[src/rtl/sirs_pkg.sv]
// ----------------------------------------------------------------------------
// sirs_pkg
// Shared types and constants for the stochastic SIRS grid update block.
// ----------------------------------------------------------------------------
package sirs_pkg;

    localparam int MAX_SIDE_DEF  = 64;
    localparam int FRAC_BITS_DEF = 16;

    localparam int IDX_W      = 12;
    localparam int SIDE_W     = 7;
    localparam int CFG_PROB_W = 17;
    localparam int STATE_W    = 2;
    localparam int RAND_W     = 16;
    localparam int TOTAL_W    = 13;

    localparam int STEP_W  = 4;
    localparam int DSTEP_W = 3;

    localparam logic [STEP_W-1:0]  DIV_LAST_STEP  = STEP_W'(IDX_W - 1);
    localparam logic [STEP_W-1:0]  LOAD_LAST_STEP = STEP_W'(1);
    localparam logic [DSTEP_W-1:0] DERIVE_LAST    = DSTEP_W'(6);

    localparam logic [1:0] REG_GRID_SIDE    = 2'd0;
    localparam logic [1:0] REG_INFECT_PROB  = 2'd1;
    localparam logic [1:0] REG_RECOVER_PROB = 2'd2;
    localparam logic [1:0] REG_RELAPSE_PROB = 2'd3;

    typedef enum logic [STATE_W-1:0] {
        ST_SUSC = 2'd0,
        ST_INF  = 2'd1,
        ST_REC  = 2'd2,
        ST_VAC  = 2'd3
    } health_t;

    typedef struct packed {
        logic [SIDE_W-1:0]     grid_side;
        logic [CFG_PROB_W-1:0] infect_prob;
        logic [CFG_PROB_W-1:0] recover_prob;
        logic [CFG_PROB_W-1:0] relapse_prob;
        logic                  infect_wr;
    } cfg_t;

    typedef struct packed {
        logic               clear;
        logic               accept;
        logic               work;
        logic [STEP_W-1:0]  step;
        logic               eval;
        logic               finish;
        logic               derive;
        logic [DSTEP_W-1:0] dstep;
    } cmd_t;

    typedef struct packed {
        logic clear_last;
        logic thr_stale;
        logic is_update;
        logic out_free;
    } sts_t;

endpackage

[src/rtl/sirs_ctrl.sv]
// ----------------------------------------------------------------------------
// sirs_ctrl
// Sequencer: clearing pass, threshold derivation, and per-beat update steps.
// ----------------------------------------------------------------------------
module sirs_ctrl
(
    input  logic           clk,
    input  logic           rst_n,
    input  logic           s_tvalid,
    output logic           s_tready,
    input  sirs_pkg::sts_t sts,
    output sirs_pkg::cmd_t cmd
);

    typedef enum logic [2:0] {
        S_CLEAR,
        S_IDLE,
        S_DERIVE,
        S_WORK,
        S_EVAL,
        S_DONE
    } state_t;

    state_t                        state_reg;
    state_t                        state_next;
    logic [sirs_pkg::STEP_W-1:0]   step_reg;
    logic [sirs_pkg::STEP_W-1:0]   step_next;
    logic [sirs_pkg::DSTEP_W-1:0]  dstep_reg;
    logic [sirs_pkg::DSTEP_W-1:0]  dstep_next;

    assign s_tready = (state_reg == S_IDLE) && !sts.thr_stale;

    always_comb
    begin
        state_next = state_reg;
        step_next  = step_reg;
        dstep_next = dstep_reg;
        cmd        = '0;
        cmd.step   = step_reg;
        cmd.dstep  = dstep_reg;
        case (state_reg)
            S_CLEAR:
            begin
                cmd.clear = 1'b1;
                if (sts.clear_last)
                    state_next = S_IDLE;
            end
            S_IDLE:
            begin
                if (sts.thr_stale)
                begin
                    state_next = S_DERIVE;
                    dstep_next = '0;
                end
                else if (s_tvalid)
                begin
                    cmd.accept = 1'b1;
                    state_next = S_WORK;
                    step_next  = '0;
                end
            end
            S_DERIVE:
            begin
                cmd.derive = 1'b1;
                if (dstep_reg == sirs_pkg::DERIVE_LAST)
                    state_next = S_IDLE;
                else
                    dstep_next = dstep_reg + 1'b1;
            end
            S_WORK:
            begin
                cmd.work = 1'b1;
                if ((!sts.is_update && step_reg == sirs_pkg::LOAD_LAST_STEP) ||
                    step_reg == sirs_pkg::DIV_LAST_STEP)
                    state_next = S_EVAL;
                else
                    step_next = step_reg + 1'b1;
            end
            S_EVAL:
            begin
                cmd.eval   = 1'b1;
                state_next = S_DONE;
            end
            S_DONE:
            begin
                if (sts.out_free)
                begin
                    cmd.finish = 1'b1;
                    state_next = S_IDLE;
                end
            end
            default:
            begin
                state_next = S_IDLE;
            end
        endcase
    end

    always_ff @(posedge clk or negedge rst_n)
    begin
        if (!rst_n)
        begin
            state_reg <= S_CLEAR;
            step_reg  <= '0;
            dstep_reg <= '0;
        end
        else
        begin
            state_reg <= state_next;
            step_reg  <= step_next;
            dstep_reg <= dstep_next;
        end
    end

endmodule

[config.mk]
export PLATFORM = sky130hd
export DESIGN_NAME = sirs_ctrl
export DESIGN_NICKNAME = d
export VERILOG_FILES = /design/src/rtl/sirs_pkg.sv /design/src/rtl/sirs_ctrl.sv
export SDC_FILE = /design/constraint.sdc
export NUM_CORES = 1
export LEC_CHECK = 0
export ABC_AREA = 1
export BUFFER_PORTS_ARGS = -buffer_cell sky130_fd_sc_hd__buf_2
export CAP_MARGIN = 10
export CELL_PAD_IN_SITES_DETAIL_PLACEMENT = 1
export CELL_PAD_IN_SITES_GLOBAL_PLACEMENT = 1
export CORE_UTILIZATION = 37
export CTS_BUF_LIST = sky130_fd_sc_hd__clkbuf_4 sky130_fd_sc_hd__clkbuf_8
export DETAILED_ROUTE_END_ITERATION = 6
export HOLD_SLACK_MARGIN = 0.08
export MAX_ROUTING_LAYER = met4
export PLACE_DENSITY = 0.84
export REMOVE_ABC_BUFFERS = 1
export SKIP_LAST_GASP = 1
export SLEW_MARGIN = 20
export SYNTH_ARGS = -nofsm -noshare
export SYNTH_HDL_FRONTEND = slang
export SYNTH_SLANG_ARGS = --single-unit
[constraint.sdc]
create_clock -name clk -period 1.75 [get_ports clk]
set_input_delay 0.525 -clock clk [delete_from_list [all_inputs] [get_ports clk]]
set_output_delay 0.525 -clock clk [all_outputs]
set_load 0.005 [all_outputs]
==> Word-level counts from Yosys, hierarchy flattened <==
Index checks and enable logic that the tools add are counted.
{ "op_classes": {"addsub": 2, "eq_ne": 18, "muxes": 23, "n_reduce_logical": 11} }
{ "op_table": {"columns": ["cell", "count"], "rows": [
  ["3-bit 2-to-1 mux", 8],
  ["2-bit inequality test, second input constant", 9],
  ["3-bit one-hot mux with 6 select lines", 1],
  ["4-bit 2-to-1 mux", 3],
  ["3-bit == test, second input constant", 3],
  ["1-bit 2-to-1 mux", 9],
  ["4-bit one-hot mux with 2 select lines", 1],
  ["3-bit by 2-bit == test with 1-bit output, second input constant", 2],
  ["3-bit one-hot mux with 2 select lines", 1],
  ["5-bit AND reduction", 1],
  ["4-bit by 1-bit adder with 4-bit output, second input constant", 1],
  ["4-bit by 1-bit == test with 1-bit output, second input constant", 1],
  ["4-bit == test, second input constant", 1],
  ["4-bit AND reduction", 1],
  ["2-bit nonzero test", 2],
  ["3-bit by 1-bit adder with 3-bit output, second input constant", 1],
  ["3-bit by 1-bit == test with 1-bit output, second input constant", 1],
  ["3-bit logical NOT", 1],
  ["3-bit inequality test, second input constant", 1],
  ["3-bit AND reduction", 1],
  ["1-bit logical AND", 2],
  ["1-bit logical NOT", 2],
  ["1-bit logical OR", 1]
]} }
{ "word_totals": {"regBits": 10, "inputBits": 7, "output_inout_bits": 14, "word_cells": 57} }

==> Logic depth before layout (Yosys ltp) <==
Gate-level depths: netlist (run 1).
{ "depth": {"word_depth": 5, "mapped_depth": 8, "ltp_nobuf": 8} }

==> Least setup slack after synthesis (run 1) <==
OpenSTA, ideal clock, no wires.
{ "synth_path": {"path_kind": "register to output", "startpoint": "register state_reg[1]", "endpoint": "output cmd[11] in the netlist's numbering", "t_arrival_ns": 0.895, "required_time_ns": 1.225, "slack_ns": 0.330, "path_stages_with_launch": 6, "n_path_buf": 0, "cell_sequence": "dfrtp_1 inv_2 nand3_2 nor2_4 nand2_2 inv_1"} }
{ "synth_lines": {"columns": ["item", "line_no", "text"], "rows": [
  ["start, declared", "sirs_ctrl.sv:24", "state_t state_reg;"],
  ["start signal, assigned", "sirs_ctrl.sv:109", "state_reg <= state_next;"],
  ["end, declared", "sirs_ctrl.sv:12", "output sirs_pkg::cmd_t cmd"]
]} }

==> results of run 1 <==
-- critical path, stage by stage, from the launching register on --
cell and delay (ps):
dfrtp_1 400, inv_2 100, nand3_4 100, nor2_4 130
nand2_2 70, inv_1 50, buf_2 100
-- Yosys cell counts --
library cell / count
nand4_1: 3
dfrtp_1: 10
o31ai_1: 1
nand3b_1: 1
nand3_2: 1
inv_1: 15
o21ai_1: 2
nand2_4: 1
nor3_1: 1
inv_2: 3
a31oi_1: 1
ha_1: 4
nor2_1: 12
xor2_1: 1
or2_2: 1
o21ai_0: 1
xnor2_1: 2
a21oi_1: 4
nand2_2: 2
nand3_4: 1
o21bai_1: 1
nor2_4: 2
nand2_1: 16
nand3_1: 5
-- final timing paths --
| path | start | endpoint | slack, ps |
|---|---|---|---|
| setup reg to reg | dstep_reg[0] | dstep_reg[2] | 340 |
| hold / removal | rst_n | step_reg[1] | 110 |
| hold reg to reg | dstep_reg[0] | dstep_reg[0] | 530 |
| setup / recovery | state_reg[1] | cmd[11] | 20 |
| min in group clk | dstep_reg[0] | dstep_reg[0] | 530 |
| max in group asynchronous | rst_n | state_reg[0] | 1430 |
-- cell families (layout without fill, tap and decap cells) --
logic type	Yosys count	count (layout)	share of synthesized area, %
AOI/OAI and AO/OA	10	10	8.14
adders and majority gates	4	4	7.23
and+or+nand+nor	46	46	34.9
DFF	10	10	36.2
buffers and inverters	18	52	9.76
xor gates and xnor gates	3	3	3.80
-- what timing repair did --
item / 4_1_cts / 5_1_grt
resized for setup: 2 / 4
buffers inserted: 6 / 3
endpoints found under the setup margin: 2 / 4
pin swaps: 2 / 4
-- area by class of cell --
| class | instances | area (sq um) | share of cell area, % |
|---|---|---|---|
| multi-input cells | 63 | 392 | 40.9 |
| inverters | 18 | 67.6 | 7.06 |
| clock buffers | 4 | 36.3 | 3.79 |
| repair buffers | 30 | 179 | 18.7 |
| flip-flops and latches | 10 | 251 | 26.3 |
| well taps | 25 | 31.3 | 3.27 |
-- metal layers --
layer / global-route usage, % / wire [um] / vias to the layer above
li1: - / - / 356
met1: 24.4 / 788 / 340
met2: 38.6 / 1050 / 14
met3: 2.40 / 49 / 2
met4: 1.82 / 8 / 0
met5: - / 0 / -
-- where the power goes --
part	leakage (nW)	internal [mW]	total, mW	switching [mW]
clock network	0.0210	0.126	0.211	0.0845
logic	0.384	0.402	0.900	0.498
registers	0.129	0.316	0.420	0.104
-- stage by stage --
stage	setup WS, ps	instance area, sq um	total power [mW]	setup TNS, ps	instances
3_3_place_gp	233	831	1.11	0	137
5_1_grt	-64.6	957	1.68	-183	150
4_1_cts	12.9	921	1.45	0	147
2_1_floorplan	330	692	0.894	0	91
6_report	22.9	957	1.53	0	150
3_5_place_dp	173	831	1.15	0	137
==> results.md, run 1 <==
- Outcome: finished, final reports clean
- Initial antenna violation count: 0
- Worst-Margin Slew: ~320 ps
- Dpl hpwl: 1.35 mm
- Ys Warns: 0
- Buffers on Ports: 20
- Post-DR wirelength/cell: about 13 um
- Maximum VDD drop: just over 0.0007 V
- Final Cycle Share: between 90 and 100%
- HP Class: in2async
- Pwr per Cell Area: 1600 nW/um^2
- Clk buf depth: 2
- Most frequent cells in the layout: 20 x buf_2, 15 x inv_1, 15 x nand2_1
- Pin count of the biggest net entering global routing: 11
- Layout cell share with drive strength beyond 1: 39.2%
- 1st-iter DRT viols: 5
- ANT cells: 0
- Post-Syn Area: a little under 700 sq um
- Worst Path Max Fanout: 4
- Die X: ~45 um
- Num ports: 21
- Drt drc: 0
- Most common cell after layout, fill and taps aside: buf_2
- CTS tree: yes
- Clock-pin slew on the worst setup and hold paths: approximately 70 ps
- Num CTS Buffers: 3
- Top cells by area, synth: dfrtp_1 36%, nand2_1 8.7%, inv_1 8.1%
- Yosys reg bits: 10
- WS Path Type: reg2out
- Core Footprint: approximately 1700 sq um
- Layout filler cell count: 239
- Minimum clock period: 1730 ps
- DR vias/cell: roughly 4.7
- Die Area: 2050 sq um
- Post-DRT Antenna Nets: 0
- Critical Path End Type: output port
- Slew Viols, Final: 0
- Post-Synthesis Cells: 91
- Pre-antenna DRT Iters: 4
- Skew final: 3.19 ps
- Syn_area_per_cell: ~7.6 sq um
- DR vias: around 710
- Global route overflow: 0
- Critical Path AT: around 1200 ps
- Hold_buf cts: 0
- Leak Pwr: between 0.5 and 0.6 nW
- Synth area leader: dfrtp_1
- # nets final: 137
- Worst EP required: approximately 1200 ps
- Top-area cell type share of the netlist area: approximately 36%
- CTS sink cnt: 10
- Starting density of the core: around 40%
- Gpl congestion: between 0.7 and 0.8
- Die height: roughly 45 um
- RSZ-0062 raised after global routing: yes
- Hold Vio Cnt, Final: 0
- Fin Hold WS: roughly 110 ps
- Worst-Skew Late Latency: about 260 ps
- Root Driver: clkbuf_4
- # setup viols final: 0
- R2R cell count: 6
- Seq/Total Area, Yosys: between 30 and 40%
- Fmax: a little under 0.6 GHz
- H-tree Lvls: 1
- Final core utilization: 54.8%
- Synth unique cells: 24
- WL final: between 1.5 and 2 mm
- Max FFs per register: 4
- Num rows: 15
- First-pass GRT wire length: about 3 mm
- Total global-route track usage: between 20% and 30%
- Max-cap violations: 0
- Rel. slew slack: between 70 and 80%
- CP Launch Type: register
- P&R area growth vs syn: 38.3%
- Vias in the first global route: 702
(Power assumes the default switching activity.)
==> run 2: changes to the inputs <==
- CELL_PAD_IN_SITES_DETAIL_PLACEMENT: 1 -> unset
- CELL_PAD_IN_SITES_GLOBAL_PLACEMENT: 1 -> unset
- CORE_UTILIZATION: 37 -> 50
- PLACE_DENSITY: 0.84 -> 0.81
==> run 2 against run 1 <==
Net effect: the flow now finishes with violations (negative setup slack); first-iteration DRC count is 60% higher; sequential power hardly changed; flip-flop and latch count stayed put; clock power is 30% lower; critical path depth stayed put; critical endpoint unchanged; largest cell class unchanged.
==> results.md, run 2 (synthesized netlist as in run 1, its figures left out) <==
- Buffers on Ports: 20 (unchanged)
- Setup ws final: -24.8 ps (-47.7 ps)
- Top cell family by delay on the critical path: flip-flops
- Switch Pwr: 0.619 mW (-9.8%)
- Vias in the first global route: 535 (-24%)
- Clock share of power: 10.6% (-3.2 points)
- Multi-input gate area: 382 sq um (-2.6%)
- Max-cap violations: 0 (unchanged)
- Final Instance Area: 908 sq um (-5.1%)
- Most common cell after layout, fill and taps aside: buf_2
- Skew final: 1.51 ps (-1.69 ps)
- Worst EP required: 1220 ps (about the same)
- 1st-iter DRT viols: 8 (+3)
- Layout filler cell count: 117 (-51%)
- # setup viols final: 2 (+2)
- Num CTS Buffers: 3 (unchanged)
- Reg power frac: 30.4% (+3.0 points)
- Crit path buffers/inverters: 3 (unchanged)
- Sw frac: 44.5% (-0.32 points)
- Worst-Skew Late Latency: 250 ps (about the same)
- Drt drc: 0 (unchanged)
- First-pass GRT wire length: 2.08 mm (-31%)
- Final Cycle Share: 101% (+2.7 points)
- HP Class: in2async
- DR vias/cell: 4.93 (+3.8%)
- Core Footprint: 1300 sq um (-25%)
- Starting density of the core: 53.2% (+14 points)
- Failing checks: negative setup slack
- Post-DR wirelength/cell: 10.8 um (-15%)
- Critical-path cell list: inv_2, nand3_4, nor2_4, nand2_2, inv_2, buf_6
- Cell mode on critical path: inv_2
- DR vias: 675 (-5.2%)
- Dpl hpwl: 1.12 mm (-17%)
- Crit-path max cell delay: 410 ps (about the same)
- Minimum clock period: 1770 ps (+47.7 ps)
- Max FFs per register: 4 (unchanged)
- Post-DRT Antenna Nets: 0 (unchanged)
- Reg area: 251 sq um (unchanged)
- Fin Hold WS: 118 ps (+6.94 ps)
- CTS tree: yes
- RSZ-0062 raised after global routing: yes
- Leak Pwr: 0.514 nW (-3.6%)
- Most frequent cells in the layout: 19 x buf_2, 16 x nand2_1, 14 x inv_1
- Critical Path AT: 1250 ps (+50 ps)
- Layout cell share with drive strength beyond 1: 36.1% (-3.1 points)
- Total global-route track usage: 20.8% (+0.11 points)
- Power Internal: 0.770 mW (-8.7%)
- Hold Vio Cnt, Final: 0 (unchanged)
- Critical Path End Type: output port
- Pwr per Cell Area: 1530 nW/um^2 (-4.3%)
- Num rows: 13 (-2)
- Die Area: 1540 sq um (-25%)
- Pre-antenna DRT Iters: 4 (unchanged)
- Initial antenna violation count: 0 (unchanged)
- Clock-pin slew on the worst setup and hold paths: 60 ps (about the same)
- Worst Path Max Fanout: 4 (unchanged)
- H-tree Lvls: 1 (unchanged)
- Num ports: 21 (unchanged)
- Gpl congestion: 0.745 (-5.7%)
- Die X: 39.2 um (-13%)
- Area after DPL: 811 sq um (-2.4%)
- WS Path Type: reg2out
- Pin count of the biggest net entering global routing: 11 (unchanged)
- Logic pwr share: 59.0% (+0.2 points)
- Global route overflow: 0 (unchanged)
- Rel. slew slack: 79.0% (about the same)
- Fmax: 0.563 GHz (-2.7%)
- Slew Viols, Final: 0 (unchanged)
- ANT cells: 0 (unchanged)
- Root Driver: clkbuf_4
- Die height: 39.2 um (-13%)
- CP Launch Type: register
- CTS sink cnt: 10 (unchanged)
- Maximum VDD drop: 0.000685 V (-3.6%)
- Setup_tns: -25.3 ps (-25.3 ps)
- Slowest cell on the critical path: dfrtp_1
- P&R area growth vs syn: 31.3%
- Worst-Margin Slew: 314 ps (-0.706 ps)
- Outcome: finished with violations
- WL final: 1.48 mm (-22%)
- # nets final: 135 (-1.5%)
- Clk buf depth: 2 (unchanged)
[run 2: cell count changes in the layout (fill, tap and decap cells not counted), sizes merged]
cell,change
buf,-2
clkbuf,-1
[run 2: timing repair]
item / 4_1_cts / 5_1_grt
hold buffers: 0 / 0
pin swaps: 0 / 3
resized for setup: 1 / 3
setup endpoints to repair: 1 / 2
endpoints found under the hold margin: 0 / 0
buffers inserted: 6 / 2
[run 2: metal layers]
layer,track usage (%),wire [um],vias to the layer above
met5,-,0,-
met4,5.17,0,0
met3,3.47,88,0
met2,37.5,763,21
met1,23.6,627,304
li1,-,-,350
[run 2: cell type report]
cell class                 count  share of cell area, %
clock buffer                   3                   2.48
inverter                      18                   7.44
tap                           15                   2.07
sequential                    10                   27.7
timing repair buffer          28                   18.3
multi-input combinational     63                   42.0
[run 2: worst paths after layout]
| kind | startpoint | to | slack (ps) | depth (start not counted) |
|---|---|---|---|---|
| min reg2reg | dstep_reg[0] | dstep_reg[0] | 530 | 1 |
| max in group asynchronous | rst_n | state_reg[0] | 1430 | 1 |
| min in group clk | dstep_reg[0] | dstep_reg[0] | 530 | 1 |
| min | rst_n | dstep_reg[1] | 120 | 1 |
| max | state_reg[1] | cmd[11] | -20 | 6 |
| max reg2reg | dstep_reg[0] | dstep_reg[2] | 240 | 6 |
[run 2: power by group through the flow]
stage / clock [mW] / sequential (mW) / combinational, mW
3_5_place_dp: 0 / 0.426 / 0.679
2_1_floorplan: 0 / 0.412 / 0.482
6_report: 0.147 / 0.422 / 0.820
3_3_place_gp: 0 / 0.416 / 0.663
4_1_cts: 0.148 / 0.418 / 0.765
5_1_grt: 0.162 / 0.433 / 0.926
[run 2: per-stage QoR]
step,util [%],setup WS [ps],power (mW),cells
2_1_floorplan,-,330,0.894,91
5_1_grt,69.8,-89.8,1.52,137
3_5_place_dp,62.3,202,1.10,126
4_1_cts,67.6,0.201,1.33,135
6_report,69.8,-24.8,1.39,137
3_3_place_gp,62.3,241,1.08,126
