### config.mk
export PLATFORM = sky130hd
export DESIGN_NAME = sirs_cfg
export DESIGN_NICKNAME = d
export VERILOG_FILES = /design/src/rtl/sirs_pkg.sv /design/src/rtl/sirs_cfg.sv
export SDC_FILE = /design/constraint.sdc
export NUM_CORES = 1
export LEC_CHECK = 0
export ABC_CLOCK_PERIOD_IN_PS = 1100
export BUFFER_PORTS_ARGS = -buffer_cell sky130_fd_sc_hd__buf_2
export CORE_MARGIN = 2
export CORE_UTILIZATION = 38
export DETAILED_ROUTE_END_ITERATION = 7
export PLACE_DENSITY = 0.71
export SLEW_MARGIN = 0
export SYNTH_ARGS = -nofsm -noshare
export SYNTH_HDL_FRONTEND = slang
export SYNTH_SLANG_ARGS = --single-unit
### constraint.sdc
create_clock -name clk -period 1.1 [get_ports clk]
set_clock_uncertainty 0.05 [all_clocks]
set_input_delay 0.22 -clock clk [delete_from_list [all_inputs] [get_ports clk]]
set_output_delay 0.22 -clock clk [all_outputs]
set_load 0.01 [all_outputs]
### src/rtl/sirs_pkg.sv
// ----------------------------------------------------------------------------
// sirs_pkg
// Shared types and constants for the stochastic SIRS grid update block.
// ----------------------------------------------------------------------------
package sirs_pkg;

    localparam int MAX_SIDE_DEF  = 64;
    localparam int FRAC_BITS_DEF = 16;

    localparam int IDX_W      = 12;
    localparam int SIDE_W     = 7;
    localparam int CFG_PROB_W = 17;
    localparam int STATE_W    = 2;
    localparam int RAND_W     = 16;
    localparam int TOTAL_W    = 13;

    localparam int STEP_W  = 4;
    localparam int DSTEP_W = 3;

    localparam logic [STEP_W-1:0]  DIV_LAST_STEP  = STEP_W'(IDX_W - 1);
    localparam logic [STEP_W-1:0]  LOAD_LAST_STEP = STEP_W'(1);
    localparam logic [DSTEP_W-1:0] DERIVE_LAST    = DSTEP_W'(6);

    localparam logic [1:0] REG_GRID_SIDE    = 2'd0;
    localparam logic [1:0] REG_INFECT_PROB  = 2'd1;
    localparam logic [1:0] REG_RECOVER_PROB = 2'd2;
    localparam logic [1:0] REG_RELAPSE_PROB = 2'd3;

    typedef enum logic [STATE_W-1:0] {
        ST_SUSC = 2'd0,
        ST_INF  = 2'd1,
        ST_REC  = 2'd2,
        ST_VAC  = 2'd3
    } health_t;

    typedef struct packed {
        logic [SIDE_W-1:0]     grid_side;
        logic [CFG_PROB_W-1:0] infect_prob;
        logic [CFG_PROB_W-1:0] recover_prob;
        logic [CFG_PROB_W-1:0] relapse_prob;
        logic                  infect_wr;
    } cfg_t;

    typedef struct packed {
        logic               clear;
        logic               accept;
        logic               work;
        logic [STEP_W-1:0]  step;
        logic               eval;
        logic               finish;
        logic               derive;
        logic [DSTEP_W-1:0] dstep;
    } cmd_t;

    typedef struct packed {
        logic clear_last;
        logic thr_stale;
        logic is_update;
        logic out_free;
    } sts_t;

endpackage

### src/rtl/sirs_cfg.sv
// ----------------------------------------------------------------------------
// sirs_cfg
// APB register file: grid side and the three transition probabilities.
// ----------------------------------------------------------------------------
module sirs_cfg
(
    input  logic              clk,
    input  logic              rst_n,
    input  logic              psel,
    input  logic              penable,
    input  logic              pwrite,
    input  logic [3:0]        paddr,
    input  logic [31:0]       pwdata,
    output logic [31:0]       prdata,
    output logic              pready,
    output sirs_pkg::cfg_t    cfg
);

    logic [sirs_pkg::SIDE_W-1:0]     grid_side_reg;
    logic [sirs_pkg::CFG_PROB_W-1:0] infect_prob_reg;
    logic [sirs_pkg::CFG_PROB_W-1:0] recover_prob_reg;
    logic [sirs_pkg::CFG_PROB_W-1:0] relapse_prob_reg;
    logic                            wr;
    logic [1:0]                      reg_idx;

    assign pready  = 1'b1;
    assign wr      = psel & penable & pwrite;
    assign reg_idx = paddr[3:2];

    always_ff @(posedge clk or negedge rst_n)
    begin
        if (!rst_n)
        begin
            grid_side_reg    <= sirs_pkg::SIDE_W'(64);
            infect_prob_reg  <= '0;
            recover_prob_reg <= '0;
            relapse_prob_reg <= '0;
        end
        else if (wr)
        begin
            case (reg_idx)
                sirs_pkg::REG_GRID_SIDE:    grid_side_reg    <= pwdata[sirs_pkg::SIDE_W-1:0];
                sirs_pkg::REG_INFECT_PROB:  infect_prob_reg  <= pwdata[sirs_pkg::CFG_PROB_W-1:0];
                sirs_pkg::REG_RECOVER_PROB: recover_prob_reg <= pwdata[sirs_pkg::CFG_PROB_W-1:0];
                sirs_pkg::REG_RELAPSE_PROB: relapse_prob_reg <= pwdata[sirs_pkg::CFG_PROB_W-1:0];
                default: ;
            endcase
        end
    end

    always_comb
    begin
        case (reg_idx)
            sirs_pkg::REG_GRID_SIDE:    prdata = 32'(grid_side_reg);
            sirs_pkg::REG_INFECT_PROB:  prdata = 32'(infect_prob_reg);
            sirs_pkg::REG_RECOVER_PROB: prdata = 32'(recover_prob_reg);
            sirs_pkg::REG_RELAPSE_PROB: prdata = 32'(relapse_prob_reg);
            default:                    prdata = '0;
        endcase
    end

    assign cfg.grid_side    = grid_side_reg;
    assign cfg.infect_prob  = infect_prob_reg;
    assign cfg.recover_prob = recover_prob_reg;
    assign cfg.relapse_prob = relapse_prob_reg;
    assign cfg.infect_wr    = wr && (reg_idx == sirs_pkg::REG_INFECT_PROB);

endmodule

After elaboration in Yosys (flattened, before gate mapping). Index checks and enable logic that the tools add are counted.

Eq/ne operators: 3. Multiplexer cells: 1. Bitwise logic cells: 2. Reductions and logical operators: 6.

Operator list (count): $pmux W32 S4 (1); $reduce_and A2 Y1 (4); $eq A2 B2 Y1 const B (2); $and A1 B1 Y1 (2); $eq A2 B1 Y1 const B (1); $logic_not A2 Y1 (1); $logic_and A1 B1 Y1 (1).

Bits in registers: 58. Input bits: 41. Output and inout port bits: 92. Word-level logic and storage cells: 16.

Depth between registers and ports, before layout. Gate-level depths: netlist (run 1).

Depth after elaboration: 3. Gate-level depth with buffers: 4. Mapped depth without buffers: 3.

Worst setup path before layout (run 1). OpenSTA, ideal clock, no wires.

Path type: input port to flip-flop. Start point: in pwrite. End point: reg recover_prob_reg[10] (netlist name). Setup time: 0.125 ns. Arrival: 1.223 ns. Data required time: 0.925 ns. Path slack: -0.298 ns. Stages: 4. Buffers on the path: 1. Cell sequence: nand3_1 nor3b_4 buf_6 mux2_2.

Cells in the longest elaborated chain, start to end: 2.

RTL lines: start, declared (RTL line sirs_cfg.sv:11) `input logic pwrite,`; $and A1 B1 Y1 (RTL line sirs_cfg.sv:27) `assign wr = psel & penable & pwrite;`; $reduce_and A2 Y1 (no source line); end signal, assigned (RTL line sirs_cfg.sv:44) `sirs_pkg::REG_RECOVER_PROB: recover_prob_reg <= pwdata[sirs_pkg::CFG_PROB_W-1:0];`; end, declared (RTL line sirs_cfg.sv:21) `logic [sirs_pkg::CFG_PROB_W-1:0] recover_prob_reg;`.

No other way between the ends. A chain may end at the register's enable or synchronous reset.

Worst setup path after layout (run 1).
Start point: reg grid_side_reg[3] (netlist name). End point: out prdata[3].

Cells in the longest elaborated chain, start to end: 1.

RTL lines: start, declared (RTL line sirs_cfg.sv:19) `logic [sirs_pkg::SIDE_W-1:0] grid_side_reg;`; start signal, assigned (RTL line sirs_cfg.sv:34) `grid_side_reg <= sirs_pkg::SIDE_W'(64);`; start signal, assigned (RTL line sirs_cfg.sv:42) `sirs_pkg::REG_GRID_SIDE: grid_side_reg <= pwdata[sirs_pkg::SIDE_W-1:0];`; $pmux W32 S4 (RTL line sirs_cfg.sv:53) `case (reg_idx)`; end, declared (RTL line sirs_cfg.sv:14) `output logic [31:0] prdata,`.

No other way between the ends. The select of a mux whose other input is x is not followed.

==> load_flow_metrics.sql, run 1 <==
INSERT INTO impl_metrics (metric_group, metric, value, unit) VALUES
('clock_tree', 'worst_setup_hold_path_clk_slew', '0.07', 'ns'),
('detailed_routing', 'ant_nets', '0', ''),
('clock_tree', 'tritoncts.num_buffers', '9', ''),
('detailed_routing', 'route.vias.total', '2202', ''),
('clock_tree', 'cts_root_buf', 'sky130_fd_sc_hd__clkbuf_8', ''),
('detailed_routing', 'drt-initial-drc-count', '47', ''),
('floorplanning', 'rows', '31', ''),
('floorplanning', 'width_of_the_chip', '89.07', 'um'),
('critical_path', 'crit_path_max_fanout', '2', ''),
('timing', 'slew_viol_final', '0', ''),
('power_and_ir_drop', 'power_per_cell_area', '1837', 'nW/um^2'),
('timing', 'fin_ws', '-0.5415', 'ns'),
('critical_path', 'worstReg2RegStart', 'grid_side_reg[0]', ''),
('timing', 'finalHoldViolations', '0', ''),
('floorplanning', 'design.core.area', '7137', 'um^2'),
('critical_path', 'startpoint_of_the_worst_setup_timing_path', 'grid_side_reg[3]', ''),
('detailed_routing', 'detailedRoute.firstPassIterationCount', '4', ''),
('flow_run', 'drv_cap', '0', ''),
('power_and_ir_drop', 'static-leakage-power', '2.388', 'nW'),
('place', 'dpl.hpwl', '5105', 'um'),
('place', 'port_buffers', '99', ''),
('critical_path', 'worst_setup_path_end_kind', 'output pin', ''),
('clock_tree', 'clk_latency', '0.33', 'ns'),
('hold_path', 'hold_start', 'pwdata[8]', ''),
('logic_synthesis', 'syn-cell-area', '2750', 'um^2'),
('power_and_ir_drop', 'p_int', '6.281', 'mW'),
('timing', 'setup_violations', '82', ''),
('final_layout', 'final_net_count', '405', ''),
('critical_path', 'cp_data_arrival_time', '1.37', 'ns'),
('power_and_ir_drop', 'switching_share', '0.2894', ''),
('power_and_ir_drop', 'worst_ir_drop_vdd', '1.097', 'mV'),
('run_status', 'status', 'finished with violations', ''),
('timing', 'clock.fmax', '609.2', 'MHz'),
('run_status', 'violations_in_the_final_reports', 'setup timing', ''),
('final_layout', 'antenna_cells_inserted', '0', ''),
('floorplanning', 'io_pins', '133', ''),
('global_routing', 'overflow', '0', ''),
('floorplanning', 'initial_core_util', '0.3853', ''),
('detailed_routing', 'viasPerCell', '4.705', ''),
('power_and_ir_drop', 'p_sw', '2.558', 'mW'),
('final_layout', 'utilization_after_layout', '0.6741', ''),
('clock_tree', 'cts.htree.levels', '3', ''),
('logic_synthesis', 'synthCells', '177', ''),
('final_layout', 'syn_to_final_growth', '74.93', '%'),
('final_layout', 'final_layout_size_suffix_gt1_frac', '0.7642', ''),
('global_routing', 'initial_antenna_violation_count', '0', ''),
('final_layout', 'final_design_area_no_fill', '4811', 'um^2'),
('final_layout', 'register_area', '1453', 'um^2'),
('final_layout', 'fill_cells', '535', ''),
('logic_synthesis', 'synth.lib_cells_used.distinct', '18', ''),
('global_routing', 'maximum_number_of_pins_on_one_net_before_global_route_repair', '32', ''),
('floorplanning', 'dieArea', '7933', 'um^2'),
('power_and_ir_drop', 'power_frac_comb', '0.454', ''),
('timing', 'finalWorstPathRequiredPeriod', '1.642', 'ns'),
('critical_path', 'setup.worst_path.start_class', 'register', ''),
('detailed_routing', 'drt-wirelength-per-cell', '17.28', 'um'),
('logic_synthesis', 'ys_ff_latch', '58', ''),
('global_routing', 'number_of_global_route_vias_before_repair', '2213', ''),
('critical_path', 'critPathKind', 'register to output pin', ''),
('clock_tree', 'cts.path.max_buffers', '2', ''),
('place', 'detailed_place.area', '3846', 'um^2'),
('global_routing', 'first_pass_grt_wire_length', '11620', 'um'),
('floorplanning', 'dieHeight', '89.07', 'um'),
('global_routing', 'grt.total_usage', '0.1991', ''),
('logic_synthesis', 'yosysWarnings', '0', ''),
('place', 'globalplace.congestion', '0.8330', ''),
('logic_synthesis', 'synth_seq_area_share', '0.5282', ''),
('logic_synthesis', 'synthesis.area_per_instance', '15.54', 'um^2'),
('final_layout', 'multi_input_area', '1229', 'um^2'),
('final_layout', 'layout_common_cells', 'sky130_fd_sc_hd__buf_6, sky130_fd_sc_hd__dfrtp_1, sky130_fd_sc_hd__mux2_2', ''),
('hold_path', 'tightest_hold_check_type', 'primary input to register', ''),
('power_and_ir_drop', 'sequentialPowerShare', '0.339', ''),
('clock_tree', 'cts_tree', 'built', ''),
('critical_path', 'worst-endpoint-required', '0.83', 'ns'),
('detailed_routing', 'finalWirelength', '8086', 'um'),
('timing', 'finalCritPeriodShare', '1.492', ''),
('detailed_routing', 'remaining_drc_errors', '0', ''),
('final_layout', 'mostFrequentLayoutCell', 'sky130_fd_sc_hd__buf_6', ''),
('timing', 'unrepaired_setup_endpoints_after_global_routing', 'yes', ''),
('clock_tree', 'clock_sink_count', '58', ''),
('power_and_ir_drop', 'clock_power_share', '0.206', '');
[worst max-delay path, cell delays in order (launching register included)]
cell and delay (ns):
sky130_fd_sc_hd__dfrtp_1 0.42, sky130_fd_sc_hd__mux4_2 0.49, sky130_fd_sc_hd__buf_6 0.14
[kinds of logic (layout without fill, tap and decap cells)]
| family | after synthesis | in the layout | synth area share |
|---|---|---|---|
| buffers and inverters | 25 | 203 | 0.06960 |
| other | 2 | 16 | 0.002731 |
| AND/OR/NAND/NOR | 7 | 7 | 0.02775 |
| flip-flops | 58 | 58 | 0.5282 |
| AO/OA/AOI/OAI | 10 | 10 | 0.03185 |
| multiplexers | 75 | 75 | 0.3399 |
[Yosys cell counts, drive strengths merged]
master	count	area, um^2
conb	2	7.510
mux2	68	765.7
nor2b	1	6.260
dfstp	1	26.28
and3	1	7.510
inv	1	3.750
nor3	1	10.01
mux4	7	168.9
nand3b	1	11.26
nor3b	1	18.77
nand3	2	22.52
a22o	10	87.58
buf	24	187.7
dfrtp	57	1426
[repair_timing]
| action | in CTS | in global routing |
|---|---|---|
| buffers inserted | 7 | 26 |
| pin swaps | 1 | 1 |
| hold endpoints to repair | 37 | 0 |
| gates cloned | 0 | 1 |
| endpoints found under the setup margin | 89 | 91 |
| resized for setup | 101 | 45 |
| hold buffers | 1 | 0 |
[layout make-up]
type	count	share of cell area
repair buffers	186	0.3776
flip-flops and latches	58	0.3020
multi-input cells	108	0.2554
clock buffers	14	0.03589
well taps	99	0.02575
clock inverters	2	0.002081
inverters	1	0.001300
[worst paths after layout]
kind | endpoint | slack, ns | cells past startpoint
setup / recovery | prdata[3] | -0.54 | 2
hold / removal | recover_prob_reg[8] | 0.10 | 2
setup reg to reg | grid_side_reg[0] | -0.02 | 4
hold reg to reg | infect_prob_reg[9] | 0.49 | 1
max in group asynchronous | recover_prob_reg[9] | 0.24 | 3
min in group asynchronous | grid_side_reg[5] | 0.27 | 2
[power by group through the flow]
| stage | Clock, mW | Sequential [mW] | Combinational, mW |
|---|---|---|---|
| 6_report | 1.82 | 3.00 | 4.02 |
| 5_1_grt | 1.96 | 3.05 | 4.27 |
| 4_1_cts | 1.85 | 2.97 | 3.60 |
| 3_5_place_dp | 0 | 2.95 | 2.73 |
| 3_3_place_gp | 0 | 2.93 | 2.69 |
| 2_1_floorplan | 0 | 3.22 | 0.935 |
[metal layers]
layer | vias to the layer above | GRT usage | routed length [um] | share of wire
met5 | - | 0 | 0 | 0
met1 | 1115 | 0.2418 | 3285 | 0.41
met4 | 0 | 0.09091 | 231 | 0.029
met3 | 20 | 0.03324 | 262 | 0.032
li1 | 996 | - | - | -
met2 | 71 | 0.3474 | 4307 | 0.53
[per-stage QoR]
stage / TNS (ns) / worst slack, ns / hold WS, ns / cells / power, mW
final: -15.65 / -0.5415 / 0.1026 / 468 / 8.839
after global routing: -18.66 / -0.5682 / 0.09892 / 468 / 9.274
after CTS: -15.64 / -0.5084 / 0.08743 / 454 / 8.409
after detailed placement: -21.65 / -0.4015 / 0.05114 / 433 / 5.677
after global placement: -21.44 / -0.4048 / 0.04895 / 433 / 5.614
after floorplan: -6.542 / -0.2407 / -0.1256 / 191 / 4.157
No activity file was read; power rests on OpenSTA's default activity.
==> inputs of run 2 (changes only) <==
--- a/config.mk
+++ b/config.mk
@@ -5,12 +5,13 @@
 export SDC_FILE = /design/constraint.sdc
 export NUM_CORES = 1
 export LEC_CHECK = 0
+export ABC_AREA = 1
 export ABC_CLOCK_PERIOD_IN_PS = 1100
 export BUFFER_PORTS_ARGS = -buffer_cell sky130_fd_sc_hd__buf_2
 export CORE_MARGIN = 2
 export CORE_UTILIZATION = 38
 export DETAILED_ROUTE_END_ITERATION = 7
-export PLACE_DENSITY = 0.71
+export PLACE_DENSITY = 0.7
 export SLEW_MARGIN = 0
 export SYNTH_ARGS = -nofsm -noshare
 export SYNTH_HDL_FRONTEND = slang
==> run 2 against run 1 <==
Compared with the run above:
- the run still ends with setup timing left
- largest cell class unchanged
- synthesized cell count increased by 100%
- routed wire length increased by 28%
- maximum frequency rose by 15%
- sequential power fell by 2%
- synthesized area rose by 5.1%
- via count is 44% higher
- sequential share of layout area is 0.16 points lower
- count of clock-buffer cells in the layout shrank 1
- die area increased by 4.9%
- hold slack lost 0.038 ns
- highest routed layer unchanged
==> load_flow_metrics.sql, run 2 <==
INSERT INTO impl_metrics (metric_group, metric, value, unit) VALUES
('run_status', 'status', 'finished with violations', ''),
('run_status', 'violations_in_the_final_reports', 'setup timing', ''),
('logic_synthesis', 'synthesis.area_per_instance', '8.029', 'um^2'),
('final_layout', 'final_layout_size_suffix_gt1_frac', '0.4322', ''),
('floorplanning', 'design.core.area', '7292', 'um^2'),
('logic_synthesis', 'yosys.cell_count.top_type', 'sky130_fd_sc_hd__nand2_1', ''),
('timing', 'unrepaired_setup_endpoints_after_global_routing', 'yes', ''),
('clock_tree', 'cts_tree', 'built', ''),
('final_layout', 'multi_input_area', '1306', 'um^2'),
('final_layout', 'layout_common_cells', 'sky130_fd_sc_hd__nand2_1, sky130_fd_sc_hd__buf_6, sky130_fd_sc_hd__dfrtp_1', ''),
('global_routing', 'initial_antenna_violation_count', '0', ''),
('global_routing', 'number_of_global_route_vias_before_repair', '3191', ''),
('global_routing', 'gr-usage-met1', '0.2945', ''),
('critical_path', 'critPathKind', 'register to output pin', ''),
('logic_synthesis', 'synth_simple_gate_area_share', '0.4004', ''),
('place', 'detailed_place.area', '3675', 'um^2'),
('final_layout', 'register_area', '1453', 'um^2'),
('clock_tree', 'cts_root_buf', 'sky130_fd_sc_hd__clkbuf_8', ''),
('timing', 'clock.fmax', '700.6', 'MHz'),
('logic_synthesis', 'syn-cell-area', '2890', 'um^2'),
('critical_path', 'worst-endpoint-required', '0.83', 'ns'),
('clock_tree', 'cts.htree.levels', '3', ''),
('final_layout', 'final_net_count', '582', ''),
('place', 'port_buffers', '99', ''),
('floorplanning', 'width_of_the_chip', '91.21', 'um'),
('logic_synthesis', 'synth_seq_area_share', '0.5026', ''),
('power_and_ir_drop', 'power_per_cell_area', '1658', 'nW/um^2'),
('timing', 'finalWorstPathRequiredPeriod', '1.427', 'ns'),
('logic_synthesis', 'synthArstFlopShare', '1.000', ''),
('place', 'post-place-cells', '571', ''),
('place', 'detailedPlace.worstSlack', '-0.2967', 'ns'),
('global_routing', 'grt.total_usage', '0.2470', ''),
('logic_synthesis', 'synth_fa_ha_area_frac', '0', ''),
('global_routing', 'overflow', '0', ''),
('detailed_routing', 'finalWirelength', '10380', 'um'),
('clock_tree', 'tritoncts.num_buffers', '9', ''),
('final_layout', 'mostFrequentLayoutCell', 'sky130_fd_sc_hd__nand2_1', ''),
('detailed_routing', 'viasPerCell', '4.907', ''),
('power_and_ir_drop', 'static-leakage-power', '2.720', 'nW'),
('logic_synthesis', 'post_synth_most_frequent_cells', 'sky130_fd_sc_hd__nand2_1, sky130_fd_sc_hd__dfrtp_1, sky130_fd_sc_hd__nand3_1', ''),
('final_layout', 'layout.cells.non_filler', '645', ''),
('logic_synthesis', 'fraction_of_the_mapped_netlist_area_in_compound_gates', '0', ''),
('timing', 'setup_violations', '75', ''),
('floorplanning', 'dieHeight', '91.21', 'um'),
('clock_tree', 'clock_sink_count', '58', ''),
('logic_synthesis', 'synth.lib_cells_used.distinct', '19', ''),
('global_routing', 'globalRouteMet3Util', '0.04647', ''),
('logic_synthesis', 'synth.top_cells.by_area', 'sky130_fd_sc_hd__dfrtp_1, sky130_fd_sc_hd__nand2_1, sky130_fd_sc_hd__nand3_1', ''),
('timing', 'slew_viol_final', '0', ''),
('detailed_routing', 'route.vias.total', '3165', ''),
('timing', 'finalCritPeriodShare', '1.298', ''),
('logic_synthesis', 'yosys.area_share.xor_xnor', '0', ''),
('clock_tree', 'clk_latency', '0.33', 'ns'),
('hold_path', 'tightest_hold_check_type', 'primary input to register', ''),
('final_layout', 'antenna_cells_inserted', '0', ''),
('floorplanning', 'rows', '31', ''),
('critical_path', 'worst_setup_path_end_kind', 'output pin', ''),
('logic_synthesis', 'yosys-mux-area-fraction', '0', ''),
('logic_synthesis', 'synthCells', '360', ''),
('critical_path', 'setup.worst_path.start_class', 'register', ''),
('final_layout', 'fill_cells', '584', ''),
('final_layout', 'utilization_after_layout', '0.6632', ''),
('final_layout', 'final_design_area_no_fill', '4836', 'um^2'),
('detailed_routing', 'detailedRoute.firstPassIterationCount', '4', ''),
('timing', 'finalSetupTns', '-10.71', 'ns'),
('global_routing', 'first_pass_grt_wire_length', '15930', 'um'),
('clock_tree', 'worst_setup_hold_path_clk_slew', '0.07', 'ns'),
('power_and_ir_drop', 'power.total', '8.016', 'mW'),
('timing', 'hold_slack', '0.06440', 'ns'),
('logic_synthesis', 'yosys.area.top_type', 'sky130_fd_sc_hd__dfrtp_1', ''),
('global_routing', 'maximum_number_of_pins_on_one_net_before_global_route_repair', '32', ''),
('critical_path', 'cp_data_arrival_time', '1.16', 'ns'),
('flow_run', 'drv_cap', '0', ''),
('global_routing', 'layer_with_the_highest_usage_after_global_routing', 'met2', ''),
('detailed_routing', 'remaining_drc_errors', '0', ''),
('detailed_routing', 'drt-initial-drc-count', '193', ''),
('logic_synthesis', 'number_of_enable_flip_flop_cells_after_synthesis', '0', ''),
('critical_path', 'crit_path_max_fanout', '2', ''),
('floorplanning', 'io_pins', '133', ''),
('logic_synthesis', 'yosysWarnings', '0', ''),
('floorplanning', 'initial_core_util', '0.3964', ''),
('clock_tree', 'cts.path.max_buffers', '2', ''),
('place', 'dpl.hpwl', '6287', 'um'),
('detailed_routing', 'drt-wirelength-per-cell', '16.09', 'um'),
('logic_synthesis', 'area_share_of_the_largest_cell_type_after_synthesis', '0.4935', ''),
('global_routing', 'grt.met2_usage', '0.4290', ''),
('logic_synthesis', 'synth_top_flop_cell', 'sky130_fd_sc_hd__dfrtp_1', ''),
('logic_synthesis', 'ys_ff_latch', '58', ''),
('timing', 'fin_ws', '-0.3273', 'ns'),
('power_and_ir_drop', 'worst_ir_drop_vdd', '0.9700', 'mV'),
('logic_synthesis', 'main_combinational_cell_family_by_area_after_synthesis', 'simple AND/OR/NAND/NOR gates', ''),
('timing', 'finalHoldViolations', '0', ''),
('floorplanning', 'dieArea', '8319', 'um^2'),
('final_layout', 'syn_to_final_growth', '67.32', '%'),
('place', 'globalplace.congestion', '0.7999', ''),
('detailed_routing', 'ant_nets', '0', '');
==> run 2: cell count changes in the layout (fill, tap and decap cells not counted), moves of 7 or more <==
cell and change:
sky130_fd_sc_hd__a22o_1 -10, sky130_fd_sc_hd__buf_4 +13, sky130_fd_sc_hd__buf_6 -16, sky130_fd_sc_hd__mux2_2 -53, sky130_fd_sc_hd__mux2_4 -15, sky130_fd_sc_hd__mux4_2 -7, sky130_fd_sc_hd__nand2_1 +208, sky130_fd_sc_hd__nand2_2 +8
sky130_fd_sc_hd__nand3_1 +18, sky130_fd_sc_hd__nand3_2 +13, sky130_fd_sc_hd__nand4_1 +7
==> run 2: cell type report <==
type | count | share of cell area
Clock buffer | 13 | 0.03286
Timing Repair Buffer | 185 | 0.3586
Clock inverter | 3 | 0.003105
Multi-Input combinational cell | 281 | 0.2701
Tap cell | 99 | 0.02561
Inverter | 6 | 0.009314
Sequential cell | 58 | 0.3004
==> run 2: power breakdown <==
part	total, mW	internal, mW	switching [mW]	leakage, nW
registers	2.95	2.58	0.375	0.735
logic	3.28	1.87	1.41	1.89
clock network	1.78	0.931	0.852	0.0932
total	8.02	5.38	2.64	2.72
==> run 2: worst max-delay path, cell delays in order, from the launching register on <==
cell,delay (ns)
sky130_fd_sc_hd__dfstp_2,0.54
sky130_fd_sc_hd__nand2_1,0.05
sky130_fd_sc_hd__nand4_1,0.09
sky130_fd_sc_hd__buf_2,0.15
==> run 2: what timing repair did <==
| action | in CTS | in global routing |
|---|---|---|
| endpoints found under the hold margin | 35 | 0 |
| gates resized for setup | 80 | 33 |
| setup buffers | 40 | 19 |
| hold buffers | 1 | 0 |
| setup endpoints to repair | 76 | 76 |
| pin swaps | 23 | 13 |
==> run 2: path summary, 6_finish.rpt <==
path / cells after the start / endpoint / slack [ns] / from
max: 3 / prdata[6] / -0.33 / grid_side_reg[6]
min: 3 / recover_prob_reg[13] / 0.06 / pwdata[13]
max reg2reg: 5 / recover_prob_reg[0] / 0.06 / recover_prob_reg[0]
min reg2reg: 2 / recover_prob_reg[13] / 0.45 / recover_prob_reg[13]
max in group asynchronous: 3 / grid_side_reg[6] / 0.27 / rst_n
min in group asynchronous: 2 / relapse_prob_reg[5] / 0.25 / rst_n
==> run 2: cell families after synthesis <==
kind of cell / Yosys count
other: 2
AND/OR/NAND/NOR: 265
flip-flops: 58
buffers and inverters: 35
==> run 2: metal layers <==
metal / vias up / share of wire
met5: - / 0
met4: 0 / 0.032
met3: 35 / 0.061
met2: 148 / 0.52
met1: 1535 / 0.39
li1: 1447 / -
